--- config.mk ---
export PLATFORM = sky130hd
export DESIGN_NAME = go_back_n_sender_window_top
export DESIGN_NICKNAME = d
export VERILOG_FILES = /design/src/design/gbn_pkg.sv /design/src/design/gbn_ctrl.sv /design/src/design/gbn_dp.sv /design/src/design/go_back_n_sender_window_top.sv
export SDC_FILE = /design/constraint.sdc
export NUM_CORES = 1
export LEC_CHECK = 0
export BUFFER_PORTS_ARGS = -buffer_cell sky130_fd_sc_hd__buf_4
export CAP_MARGIN = 20
export CORE_MARGIN = 4
export CORE_UTILIZATION = 40
export CTS_CLUSTER_DIAMETER = 30
export DETAILED_ROUTE_END_ITERATION = 6
export PLACE_DENSITY_LB_ADDON = 0.2
export SETUP_SLACK_MARGIN = 0.2
export SYNTH_ARGS = -nofsm -noshare
export SYNTH_HDL_FRONTEND = slang
export SYNTH_SLANG_ARGS = --single-unit
--- constraint.sdc ---
create_clock -name i_clk -period 5.8 [get_ports i_clk]
set_input_delay 0.87 -clock i_clk [delete_from_list [all_inputs] [get_ports i_clk]]
set_output_delay 0.87 -clock i_clk [all_outputs]
set_load 0.1 [all_outputs]
--- src/design/gbn_pkg.sv ---
// Shared types, sizes and helpers for the go-back-N sender window.
// No dependencies; every other file in this folder imports it.
package gbn_pkg;

    localparam int BUFFER_SLOTS = 8;
    localparam int PAYLOAD_BITS = 32;
    localparam int SEQ_W        = 16;
    localparam int WIN_W        = 4;
    localparam int DATA_W       = 32;
    localparam int SLOT_W       = (BUFFER_SLOTS > 1) ? $clog2(BUFFER_SLOTS) : 1;
    localparam int CNT_W        = $clog2(BUFFER_SLOTS + 1);
    localparam logic [WIN_W-1:0] WIN_RESET = WIN_W'(4);

    typedef enum logic [1:0] {
        OP_SEND    = 2'd0,
        OP_ACK     = 2'd1,
        OP_TIMEOUT = 2'd2,
        OP_NONE    = 2'd3
    } t_op;

    typedef enum logic [2:0] {
        KIND_REFUSED = 3'd0,
        KIND_PKT     = 3'd1,
        KIND_CORRUPT = 3'd2,
        KIND_RANGE   = 3'd3,
        KIND_ACCEPT  = 3'd4
    } t_kind;

    typedef enum logic [1:0] {
        TACT_NONE    = 2'd0,
        TACT_START   = 2'd1,
        TACT_STOP    = 2'd2,
        TACT_RESTART = 2'd3
    } t_tact;

    typedef enum logic [1:0] {
        S_IDLE,
        S_EXEC,
        S_READ,
        S_EMIT
    } t_state;

    // controller -> datapath
    typedef struct packed {
        logic cap;       // latch the accepted word
        logic exec;      // run a send or ack, load the output register
        logic rs_start;  // clear the resend index
        logic emit;      // load one resent packet, step the index
    } t_dp_cmd;

    // datapath -> controller
    typedef struct packed {
        t_op  op;
        logic has_outs;  // at least one packet outstanding
        logic last_k;    // resend index is on the newest packet
    } t_dp_sts;

    // slot + offset modulo the buffer depth; the sum stays below twice the depth
    function automatic logic [SLOT_W-1:0] slot_add(input logic [SLOT_W-1:0] slot,
                                                   input logic [CNT_W-1:0]  off);
        logic [CNT_W:0] sum;
        sum = (CNT_W + 1)'(slot) + (CNT_W + 1)'(off);
        if (sum >= (CNT_W + 1)'(BUFFER_SLOTS)) begin
            sum = sum - (CNT_W + 1)'(BUFFER_SLOTS);
        end
        return SLOT_W'(sum);
    endfunction

    // window_size 0 acts as 1, anything above the buffer depth as the depth
    function automatic logic [CNT_W-1:0] eff_window(input logic [WIN_W-1:0] w);
        logic [CNT_W-1:0] r;
        if (w == '0) begin
            r = CNT_W'(1);
        end else if (int'(w) > BUFFER_SLOTS) begin
            r = CNT_W'(BUFFER_SLOTS);
        end else begin
            r = CNT_W'(w);
        end
        return r;
    endfunction

    function automatic logic [PAYLOAD_BITS-1:0] to_store(input logic [DATA_W-1:0] p);
        logic [PAYLOAD_BITS-1:0] r;
        r = '0;
        for (int i = 0; i < PAYLOAD_BITS && i < DATA_W; i++) begin
            r[i] = p[i];
        end
        return r;
    endfunction

    function automatic logic [DATA_W-1:0] from_store(input logic [PAYLOAD_BITS-1:0] p);
        logic [DATA_W-1:0] r;
        r = '0;
        for (int i = 0; i < PAYLOAD_BITS && i < DATA_W; i++) begin
            r[i] = p[i];
        end
        return r;
    endfunction

endpackage

--- src/design/gbn_ctrl.sv ---
// Controller for the go-back-N sender: sequencing and output valid.
// Depends on gbn_pkg.
module gbn_ctrl (
    input  logic             i_clk,
    input  logic             i_rst_n,
    input  logic             i_in_valid,
    output logic             o_in_ready,
    output logic             o_out_valid,
    input  logic             i_out_ready,
    output gbn_pkg::t_dp_cmd o_cmd,
    input  gbn_pkg::t_dp_sts i_sts
);
    import gbn_pkg::*;

    t_state r_state, n_state;
    logic   r_out_valid, n_out_valid;
    logic   out_free;

    assign out_free    = !r_out_valid || i_out_ready;
    assign o_out_valid = r_out_valid;

    always_ff @(posedge i_clk) begin
        if (!i_rst_n) begin
            r_state     <= S_IDLE;
            r_out_valid <= 1'b0;
        end else begin
            r_state     <= n_state;
            r_out_valid <= n_out_valid;
        end
    end

    always_comb begin
        n_state    = r_state;
        o_cmd      = '0;
        o_in_ready = 1'b0;
        case (r_state)
            S_IDLE: begin
                o_in_ready = 1'b1;
                if (i_in_valid) begin
                    o_cmd.cap = 1'b1;
                    n_state   = S_EXEC;
                end
            end
            S_EXEC: begin
                case (i_sts.op)
                    OP_SEND, OP_ACK: begin
                        if (out_free) begin
                            o_cmd.exec = 1'b1;
                            n_state    = S_IDLE;
                        end
                    end
                    OP_TIMEOUT: begin
                        if (i_sts.has_outs) begin
                            o_cmd.rs_start = 1'b1;
                            n_state        = S_READ;
                        end else begin
                            n_state = S_IDLE;
                        end
                    end
                    default: n_state = S_IDLE;
                endcase
            end
            S_READ: n_state = S_EMIT;   // store read data lands this cycle
            S_EMIT: begin
                if (out_free) begin
                    o_cmd.emit = 1'b1;
                    n_state    = i_sts.last_k ? S_IDLE : S_READ;
                end
            end
            default: n_state = S_IDLE;
        endcase

        if (o_cmd.exec || o_cmd.emit) begin
            n_out_valid = 1'b1;
        end else if (i_out_ready) begin
            n_out_valid = 1'b0;
        end else begin
            n_out_valid = r_out_valid;
        end
    end

endmodule

--- src/design/gbn_dp.sv ---
// Datapath for the go-back-N sender: window registers, payload store, output register.
// Depends on gbn_pkg.
module gbn_dp (
    input  logic                      i_clk,
    input  logic                      i_rst_n,
    input  gbn_pkg::t_dp_cmd          i_cmd,
    output gbn_pkg::t_dp_sts          o_sts,
    input  logic                      i_cfg_we,
    input  logic [gbn_pkg::WIN_W-1:0] i_cfg_data,
    input  logic [1:0]                i_op,
    input  logic [gbn_pkg::DATA_W-1:0] i_payload,
    input  logic [gbn_pkg::SEQ_W-1:0] i_ack_number,
    input  logic                      i_ack_intact,
    input  logic [gbn_pkg::SEQ_W-1:0] i_expired_timer_seq,
    output logic [2:0]                o_kind,
    output logic [gbn_pkg::SEQ_W-1:0] o_packet_seq,
    output logic [gbn_pkg::DATA_W-1:0] o_packet_data,
    output logic [1:0]                o_timer_action,
    output logic [gbn_pkg::SEQ_W-1:0] o_timer_seq,
    output logic                      o_window_full,
    output logic                      o_last
);
    import gbn_pkg::*;

    // window state
    logic [WIN_W-1:0]  r_win,  n_win;
    logic [SEQ_W-1:0]  r_base, n_base;
    logic [SEQ_W-1:0]  r_next, n_next;
    logic [CNT_W-1:0]  r_count, n_count;
    logic              r_full, n_full;
    logic [SLOT_W-1:0] r_base_slot, n_base_slot;
    logic [SLOT_W-1:0] r_k, n_k;

    // captured word
    t_op               r_op;
    logic [DATA_W-1:0] r_payload;
    logic [SEQ_W-1:0]  r_ack;
    logic              r_intact;
    logic [SEQ_W-1:0]  r_exp_seq;

    // payload store, no reset
    logic [PAYLOAD_BITS-1:0] r_store [BUFFER_SLOTS];
    logic [PAYLOAD_BITS-1:0] r_rdata;
    logic                    mem_we;
    logic [SLOT_W-1:0]       mem_wa;
    logic [SLOT_W-1:0]       rd_slot;

    // output register
    t_kind             r_kind,  n_kind;
    logic [SEQ_W-1:0]  r_oseq,  n_oseq;
    logic [DATA_W-1:0] r_odata, n_odata;
    t_tact             r_tact,  n_tact;
    logic [SEQ_W-1:0]  r_tseq,  n_tseq;
    logic              r_wf,    n_wf;
    logic              r_last,  n_last;

    logic [CNT_W-1:0]  win;
    logic [SEQ_W-1:0]  adv16;
    logic [CNT_W-1:0]  adv1;
    logic [CNT_W-1:0]  cnt_after;
    logic [CNT_W-1:0]  k_ext;

    assign win     = eff_window(r_win);
    assign adv16   = r_ack - r_base;
    assign adv1    = CNT_W'(adv16) + CNT_W'(1);
    assign k_ext   = CNT_W'(r_k);
    assign rd_slot = slot_add(r_base_slot, k_ext);

    assign o_sts.op       = r_op;
    assign o_sts.has_outs = (r_count != '0);
    assign o_sts.last_k   = ((k_ext + CNT_W'(1)) == r_count);

    always_comb begin
        n_win       = i_cfg_we ? i_cfg_data : r_win;
        n_base      = r_base;
        n_next      = r_next;
        n_count     = r_count;
        n_full      = r_full;
        n_base_slot = r_base_slot;
        n_k         = r_k;
        n_kind      = r_kind;
        n_oseq      = r_oseq;
        n_odata     = r_odata;
        n_tact      = r_tact;
        n_tseq      = r_tseq;
        n_wf        = r_wf;
        n_last      = r_last;
        mem_we      = 1'b0;
        mem_wa      = slot_add(r_base_slot, r_count);
        cnt_after   = r_count;

        if (i_cmd.exec) begin
            n_oseq  = '0;
            n_odata = '0;
            n_tact  = TACT_NONE;
            n_tseq  = '0;
            n_last  = 1'b1;
            n_wf    = r_full;
            if (r_op == OP_SEND) begin
                if (r_full || (r_count >= win)) begin
                    n_full = 1'b1;
                    n_kind = KIND_REFUSED;
                    n_wf   = 1'b1;
                end else begin
                    mem_we    = 1'b1;
                    cnt_after = r_count + CNT_W'(1);
                    n_count   = cnt_after;
                    n_next    = r_next + SEQ_W'(1);
                    n_full    = (cnt_after >= win);
                    n_wf      = n_full;
                    n_kind    = KIND_PKT;
                    n_oseq    = r_next;
                    n_odata   = from_store(to_store(r_payload));
                    if (r_count == '0) begin
                        n_tact = TACT_START;
                        n_tseq = r_next;
                    end
                end
            end else if (!r_intact) begin
                n_kind = KIND_CORRUPT;
            end else if (adv16 >= SEQ_W'(r_count)) begin
                n_kind = KIND_RANGE;
            end else begin
                cnt_after   = r_count - adv1;
                n_count     = cnt_after;
                n_base      = r_base + SEQ_W'(adv1);
                n_base_slot = slot_add(r_base_slot, adv1);
                n_full      = (cnt_after >= win);
                n_wf        = n_full;
                n_kind      = KIND_ACCEPT;
                if (cnt_after == '0) begin
                    n_tact = TACT_STOP;
                    n_tseq = r_base;
                end else begin
                    n_tact = TACT_RESTART;
                    n_tseq = n_base;
                end
            end
        end

        if (i_cmd.rs_start) begin
            n_k = '0;
        end

        if (i_cmd.emit) begin
            n_kind  = KIND_PKT;
            n_oseq  = r_base + SEQ_W'(r_k);
            n_odata = from_store(r_rdata);
            n_tact  = (r_k == '0) ? TACT_RESTART : TACT_NONE;
            n_tseq  = (r_k == '0) ? r_exp_seq : '0;
            n_wf    = r_full;
            n_last  = o_sts.last_k;
            n_k     = r_k + SLOT_W'(1);
        end
    end

    always_ff @(posedge i_clk) begin
        if (!i_rst_n) begin
            r_win       <= WIN_RESET;
            r_base      <= '0;
            r_next      <= '0;
            r_count     <= '0;
            r_full      <= 1'b0;
            r_base_slot <= '0;
            r_k         <= '0;
        end else begin
            r_win       <= n_win;
            r_base      <= n_base;
            r_next      <= n_next;
            r_count     <= n_count;
            r_full      <= n_full;
            r_base_slot <= n_base_slot;
            r_k         <= n_k;
        end
    end

    always_ff @(posedge i_clk) begin
        if (i_cmd.cap) begin
            r_op      <= t_op'(i_op);
            r_payload <= i_payload;
            r_ack     <= i_ack_number;
            r_intact  <= i_ack_intact;
            r_exp_seq <= i_expired_timer_seq;
        end
        r_kind  <= n_kind;
        r_oseq  <= n_oseq;
        r_odata <= n_odata;
        r_tact  <= n_tact;
        r_tseq  <= n_tseq;
        r_wf    <= n_wf;
        r_last  <= n_last;
    end

    always_ff @(posedge i_clk) begin
        if (mem_we) begin
            r_store[mem_wa] <= to_store(r_payload);
        end
        r_rdata <= r_store[rd_slot];
    end

    assign o_kind         = r_kind;
    assign o_packet_seq   = r_oseq;
    assign o_packet_data  = r_odata;
    assign o_timer_action = r_tact;
    assign o_timer_seq    = r_tseq;
    assign o_window_full  = r_wf;
    assign o_last         = r_last;

endmodule

--- src/design/go_back_n_sender_window_top.sv ---
// Go-back-N sender window, top level. An input word is captured first; a send or ack
// then loads its result word into the output register, and a timeout resends each
// outstanding packet as a store read, then an output load. Output stalls hold both;
// one input word is handled at a time.
// Input is taken while an earlier result still waits in the output register.
// Reset is synchronous, active low: window empty, sequence numbers 0, window_size 4.
module go_back_n_sender_window_top (
    input  logic        i_clk,
    input  logic        i_rst_n,
    // configuration: window_size
    input  logic        i_cfg_valid,
    output logic        o_cfg_ready,
    input  logic [3:0]  i_cfg_data,
    // input words
    input  logic        s_axis_tvalid,
    output logic        s_axis_tready,
    input  logic [71:0] s_axis_tdata,  // payload[31:0], ack_number[47:32],
                                       // ack_intact[48], expired_timer_seq[64:49], zero
    input  logic [1:0]  s_axis_tuser,  // operation[1:0]
    // result words
    output logic        m_axis_tvalid,
    input  logic        m_axis_tready,
    output logic [71:0] m_axis_tdata,  // packet_seq[15:0], packet_data[47:16],
                                       // timer_action[49:48], timer_seq[65:50],
                                       // window_full[66], zero
    output logic [2:0]  m_axis_tuser,  // kind[2:0]
    output logic        m_axis_tlast   // last result of this input word
);
    import gbn_pkg::*;

    t_dp_cmd           cmd;
    t_dp_sts           sts;
    logic [SEQ_W-1:0]  packet_seq;
    logic [DATA_W-1:0] packet_data;
    logic [1:0]        timer_action;
    logic [SEQ_W-1:0]  timer_seq;
    logic              window_full;

    // window_size may be written at any time; it is only sampled on a send or ack
    assign o_cfg_ready = 1'b1;

    gbn_ctrl u_ctrl (
        .i_clk       (i_clk),
        .i_rst_n     (i_rst_n),
        .i_in_valid  (s_axis_tvalid),
        .o_in_ready  (s_axis_tready),
        .o_out_valid (m_axis_tvalid),
        .i_out_ready (m_axis_tready),
        .o_cmd       (cmd),
        .i_sts       (sts)
    );

    gbn_dp u_dp (
        .i_clk               (i_clk),
        .i_rst_n             (i_rst_n),
        .i_cmd               (cmd),
        .o_sts               (sts),
        .i_cfg_we            (i_cfg_valid),
        .i_cfg_data          (i_cfg_data),
        .i_op                (s_axis_tuser),
        .i_payload           (s_axis_tdata[31:0]),
        .i_ack_number        (s_axis_tdata[47:32]),
        .i_ack_intact        (s_axis_tdata[48]),
        .i_expired_timer_seq (s_axis_tdata[64:49]),
        .o_kind              (m_axis_tuser),
        .o_packet_seq        (packet_seq),
        .o_packet_data       (packet_data),
        .o_timer_action      (timer_action),
        .o_timer_seq         (timer_seq),
        .o_window_full       (window_full),
        .o_last              (m_axis_tlast)
    );

    assign m_axis_tdata = {5'b0, window_full, timer_seq, timer_action, packet_data, packet_seq};

    // a refused send always reports the window as full
    a_refuse_full: assert property (@(posedge i_clk) disable iff (!i_rst_n)
        m_axis_tvalid && (m_axis_tuser == KIND_REFUSED) |-> m_axis_tdata[66])
        else $error("refused send without window_full");

    // only resends produce multi-word bursts
    a_single_last: assert property (@(posedge i_clk) disable iff (!i_rst_n)
        m_axis_tvalid && (m_axis_tuser != KIND_PKT) |-> m_axis_tlast)
        else $error("non-packet result not marked last");

    // a timer start only comes with a freshly sent packet
    a_start_pkt: assert property (@(posedge i_clk) disable iff (!i_rst_n)
        m_axis_tvalid && (m_axis_tdata[49:48] == TACT_START)
            |-> (m_axis_tuser == KIND_PKT) && m_axis_tlast)
        else $error("timer start on a non-send result");

    // one word in flight: the input side closes after a word is taken
    a_one_item: assert property (@(posedge i_clk) disable iff (!i_rst_n)
        s_axis_tvalid && s_axis_tready |=> !s_axis_tready)
        else $error("second word taken while busy");

endmodule

==> metrics.md <==
| Metric | Value |
|---|---|
| Part of the power in registers | 36.6% |
| Placed Cells incl. Taps | 2153 |
| Post-route setup slack | 1.311 ns |
| Cell Int Power | 8.115 mW |
| Peak supply drop | 244.2 µV |
| Ports | 162 |
| Share of layout cells above drive strength 1 | 29.26% |
| Area delta synth->final | 28.24% |
| CTS tree | done |
| P_sw | 2.534 mW |
| PortBufs | 148 |
| First-pass GRT wire length | 74.58 mm |
| Routed Antenna Nets | 0 |
| Die W | 233.1 µm |
| Synthesized area | 20260 µm² |
| Setup crit start kind | flip-flop |
| Post-CTS resize count | 0 |
| Ys Warns | 0 |
| Power density cells | 409.8 nW/µm² |
| WL final | 48.94 mm |
| Achievable frequency | 222.8 MHz |
| Post-route setup TNS | 0 ns |
| Worst-path fanout max | 19 |
| Clock power share | 56.5% |
| Post-Synth Simple-Gate Area | 7.329% |
| Unrepaired setup endpoints after global routing | false |
| Xor/xnor share of the synthesized area | 2.877% |
| Post-CTS setup buffer count | 0 |
| # hold bufs at CTS | 0 |
| Crit-path max cell delay | 0.56 ns |
| Worst skew pair latency | 0.66 ns |
| Critical Path AT | 4.82 ns |
| Synth Instances | 1377 |
| Commonest non-fill, non-tap cell in the layout | edfxtp_1 |
| Finished Layout Cells | 2358 |
| Sw frac | 23.79% |
| Post-synth EDFFs | 391 |
| Core area | 50070 µm² |
| Setup WS pre-CTS | 1.384 ns |
| Setup Skew | 0.04680 ns |
| H-tree Lvls | 3 |
| Outcome | finished, final reports clean |
| Gr usage total | 18.01% |
| Worst hold path class | in -> reg |
| Predominant post-synthesis flop cell | edfxtp_1 |
| DIE HEIGHT | 233.1 µm |
| # clock sinks | 476 |
| Via density per instance | 5.251 |
| Critical path required time | 6.13 ns |
| Initial antenna violation count | 2 |
| Grt total ovfl | 0 |
| Number of synthesized register bits | 476 |
| Final Max Tran Viols | 0 |
| Slowest CP cell | fa_1 |
| Sequential area share after synthesis | 66.34% |
| Final Critical Period | 4.489 ns |
| Comb pwr share | 6.9% |
| Adder-cell share of the synthesized area | 3.779% |
| Gp weighted congestion | 0.8263 |
| Final Hold Vio Count | 0 |
| Unique masters post-synth | 72 |
| Fillers | 4194 |
| CTS Buf Count | 107 |
| CP Class | reg -> reg |
| Slew Limit Headroom | 33.33% |
| Root buffer cell | clkbuf_16 |
| DRT iter0 DRCs | 958 |
| Post-synth ARST share | 0% |
| Via count | 12.38k |
| Max Cap Viol | 0 |
| Largest net degree at the start of global routing | 70 |
| Drt drc | 0 |
| Final Setup Violations | 0 |
| Vias in the first global route | 12.65k |
| Crit path buffers/inverters | 4 |
| Dpl hpwl | 29.51 mm |
| Worst-path clk slew | 0.05 ns |
| Initial core utilization | 40.47% |
| Die area | 54320 µm² |
| CTS Buffer Depth | 3 |
| Largest family of logic cells by synthesized area | multiplexers |
| Rows | 82 |
| Drt wl/cell | 20.76 µm |
| Final Cycle Share | 77.40% |
| CP cell instances | inv_1 -> ha_1 -> fa_1 -> inv_1 -> ha_1 -> xnor2_1 -> inv_1 -> ha_1 -> xor2_1 -> and3_1 -> or3b_2 -> mux2i_1 -> buf_4 -> nor2_1 -> xnor2_1 -> o21ai_0 |
| Actual slew at the worst max-slew pin | 1.000 ns |
| Post-synthesis compound-gate area fraction | 7.620% |
| Nets | 1732 |
| Drt pass-1 iters | 5 |
| Leakage | 9.283 nW |
| CP Capture Type | flip-flop |
| Mux cell area share after synthesis | 9.645% |
| Overall power | 10.65 mW |
| Crit-path leading delay family | adder cells |
| Avg Inst Size Synth | 14.72 µm² |
| Commonest non-fill, non-tap cells in the layout | edfxtp_1, buf_4, nand2_1 |
-- power by group through the flow --
stage	Combinational (mW)	Clock (mW)	Sequential (mW)
after floorplan	0.316	0	4.14
after global placement	0.717	0	3.96
after detailed placement	0.725	0	3.96
after CTS	0.727	6.11	3.90
after global routing	0.786	6.32	3.91
final	0.731	6.02	3.90
-- per-stage QoR --
| step | cell area (µm²) | util, % | hold WS, ns |
|---|---|---|---|
| finish | 25990 | 51.90 | 0.3912 |
| global route | 25990 | 51.90 | 0.3609 |
| CTS | 25930 | 51.79 | 0.3506 |
| detailed placement | 22200 | 44.34 | 0.4570 |
| global placement | 22200 | 44.34 | 0.4498 |
| floorplan | 20280 | - | 0.4554 |
-- cell usage after synthesis (11+ instances only) --
library cell / n / area share (%)
a21oi_1: 39 / 0.96
a22oi_1: 17 / 0.63
and3_1: 11 / 0.34
clkbuf_1: 51 / 0.94
dfxtp_1: 85 / 8.4
edfxtp_1: 391 / 58
ha_1: 50 / 3.1
inv_1: 40 / 0.74
mux2_2: 34 / 1.9
mux2i_1: 13 / 0.64
mux4_2: 64 / 7.1
nand2_1: 146 / 2.7
nand3_1: 26 / 0.64
nor2_1: 71 / 1.3
nor3_1: 11 / 0.27
o21ai_0: 78 / 1.9
xnor2_1: 41 / 1.8
xor2_1: 23 / 0.99
-- registers in the layout (all words and copies together) (netlist names), 3 cells and up --
register            flops
u_dp.o_kind             3
u_dp.o_packet_data     32
u_dp.o_packet_seq      16
u_dp.o_timer_seq       16
u_dp.r_ack             16
u_dp.r_base            16
u_dp.r_base_slot        3
u_dp.r_count            4
u_dp.r_exp_seq         16
u_dp.r_k                3
u_dp.r_next            16
u_dp.r_payload         32
u_dp.r_rdata           32
u_dp.r_store          256
u_dp.r_win              4
-- path summary, 6_finish.rpt --
check / startpoint / endpoint / slack (ns) / cells after the start
setup / recovery: u_dp.r_ack[0] / u_dp.o_timer_seq[12] / 1.31 / 16
setup reg to reg: u_dp.r_ack[0] / u_dp.o_timer_seq[12] / 1.31 / 16
hold / removal: s_axis_tdata[14] / u_dp.r_payload[14] / 0.39 / 1
hold reg to reg: u_dp.o_kind[2] / u_dp.o_kind[2] / 0.47 / 2
-- kinds of logic (layout without fill, tap and decap cells) --
family	Yosys count	after routing
compound gates	227	227
mux	111	111
other cells	2	7
fa+ha+maj	57	57
buf+inv	114	418
flops	476	476
simple gates	325	325
xor+xnor	65	65
-- final cells by class --
cell class	instances	area (µm²)	area share [%]
Antenna cell	1	2.502	0.009630
Clock buffer	140	2912	11.20
Clock inverter	62	817.0	3.144
Inverter	40	150.1	0.5778
Multi-Input combinational cell	791	6460	24.86
Sequential cell	476	13440	51.73
Tap cell	672	840.8	3.236
Timing Repair Buffer	176	1361	5.239
-- metal layers --
layer / global-route usage (%) / vias to the layer above / wire length, µm
met5: 0 / - / 13
met4: 6.182 / 2 / 1027
met3: 3.500 / 66 / 2446
met2: 28.30 / 347 / 23360
met1: 25.21 / 6249 / 22100
li1: - / 5719 / -
Power figures use the tool's default switching activity.
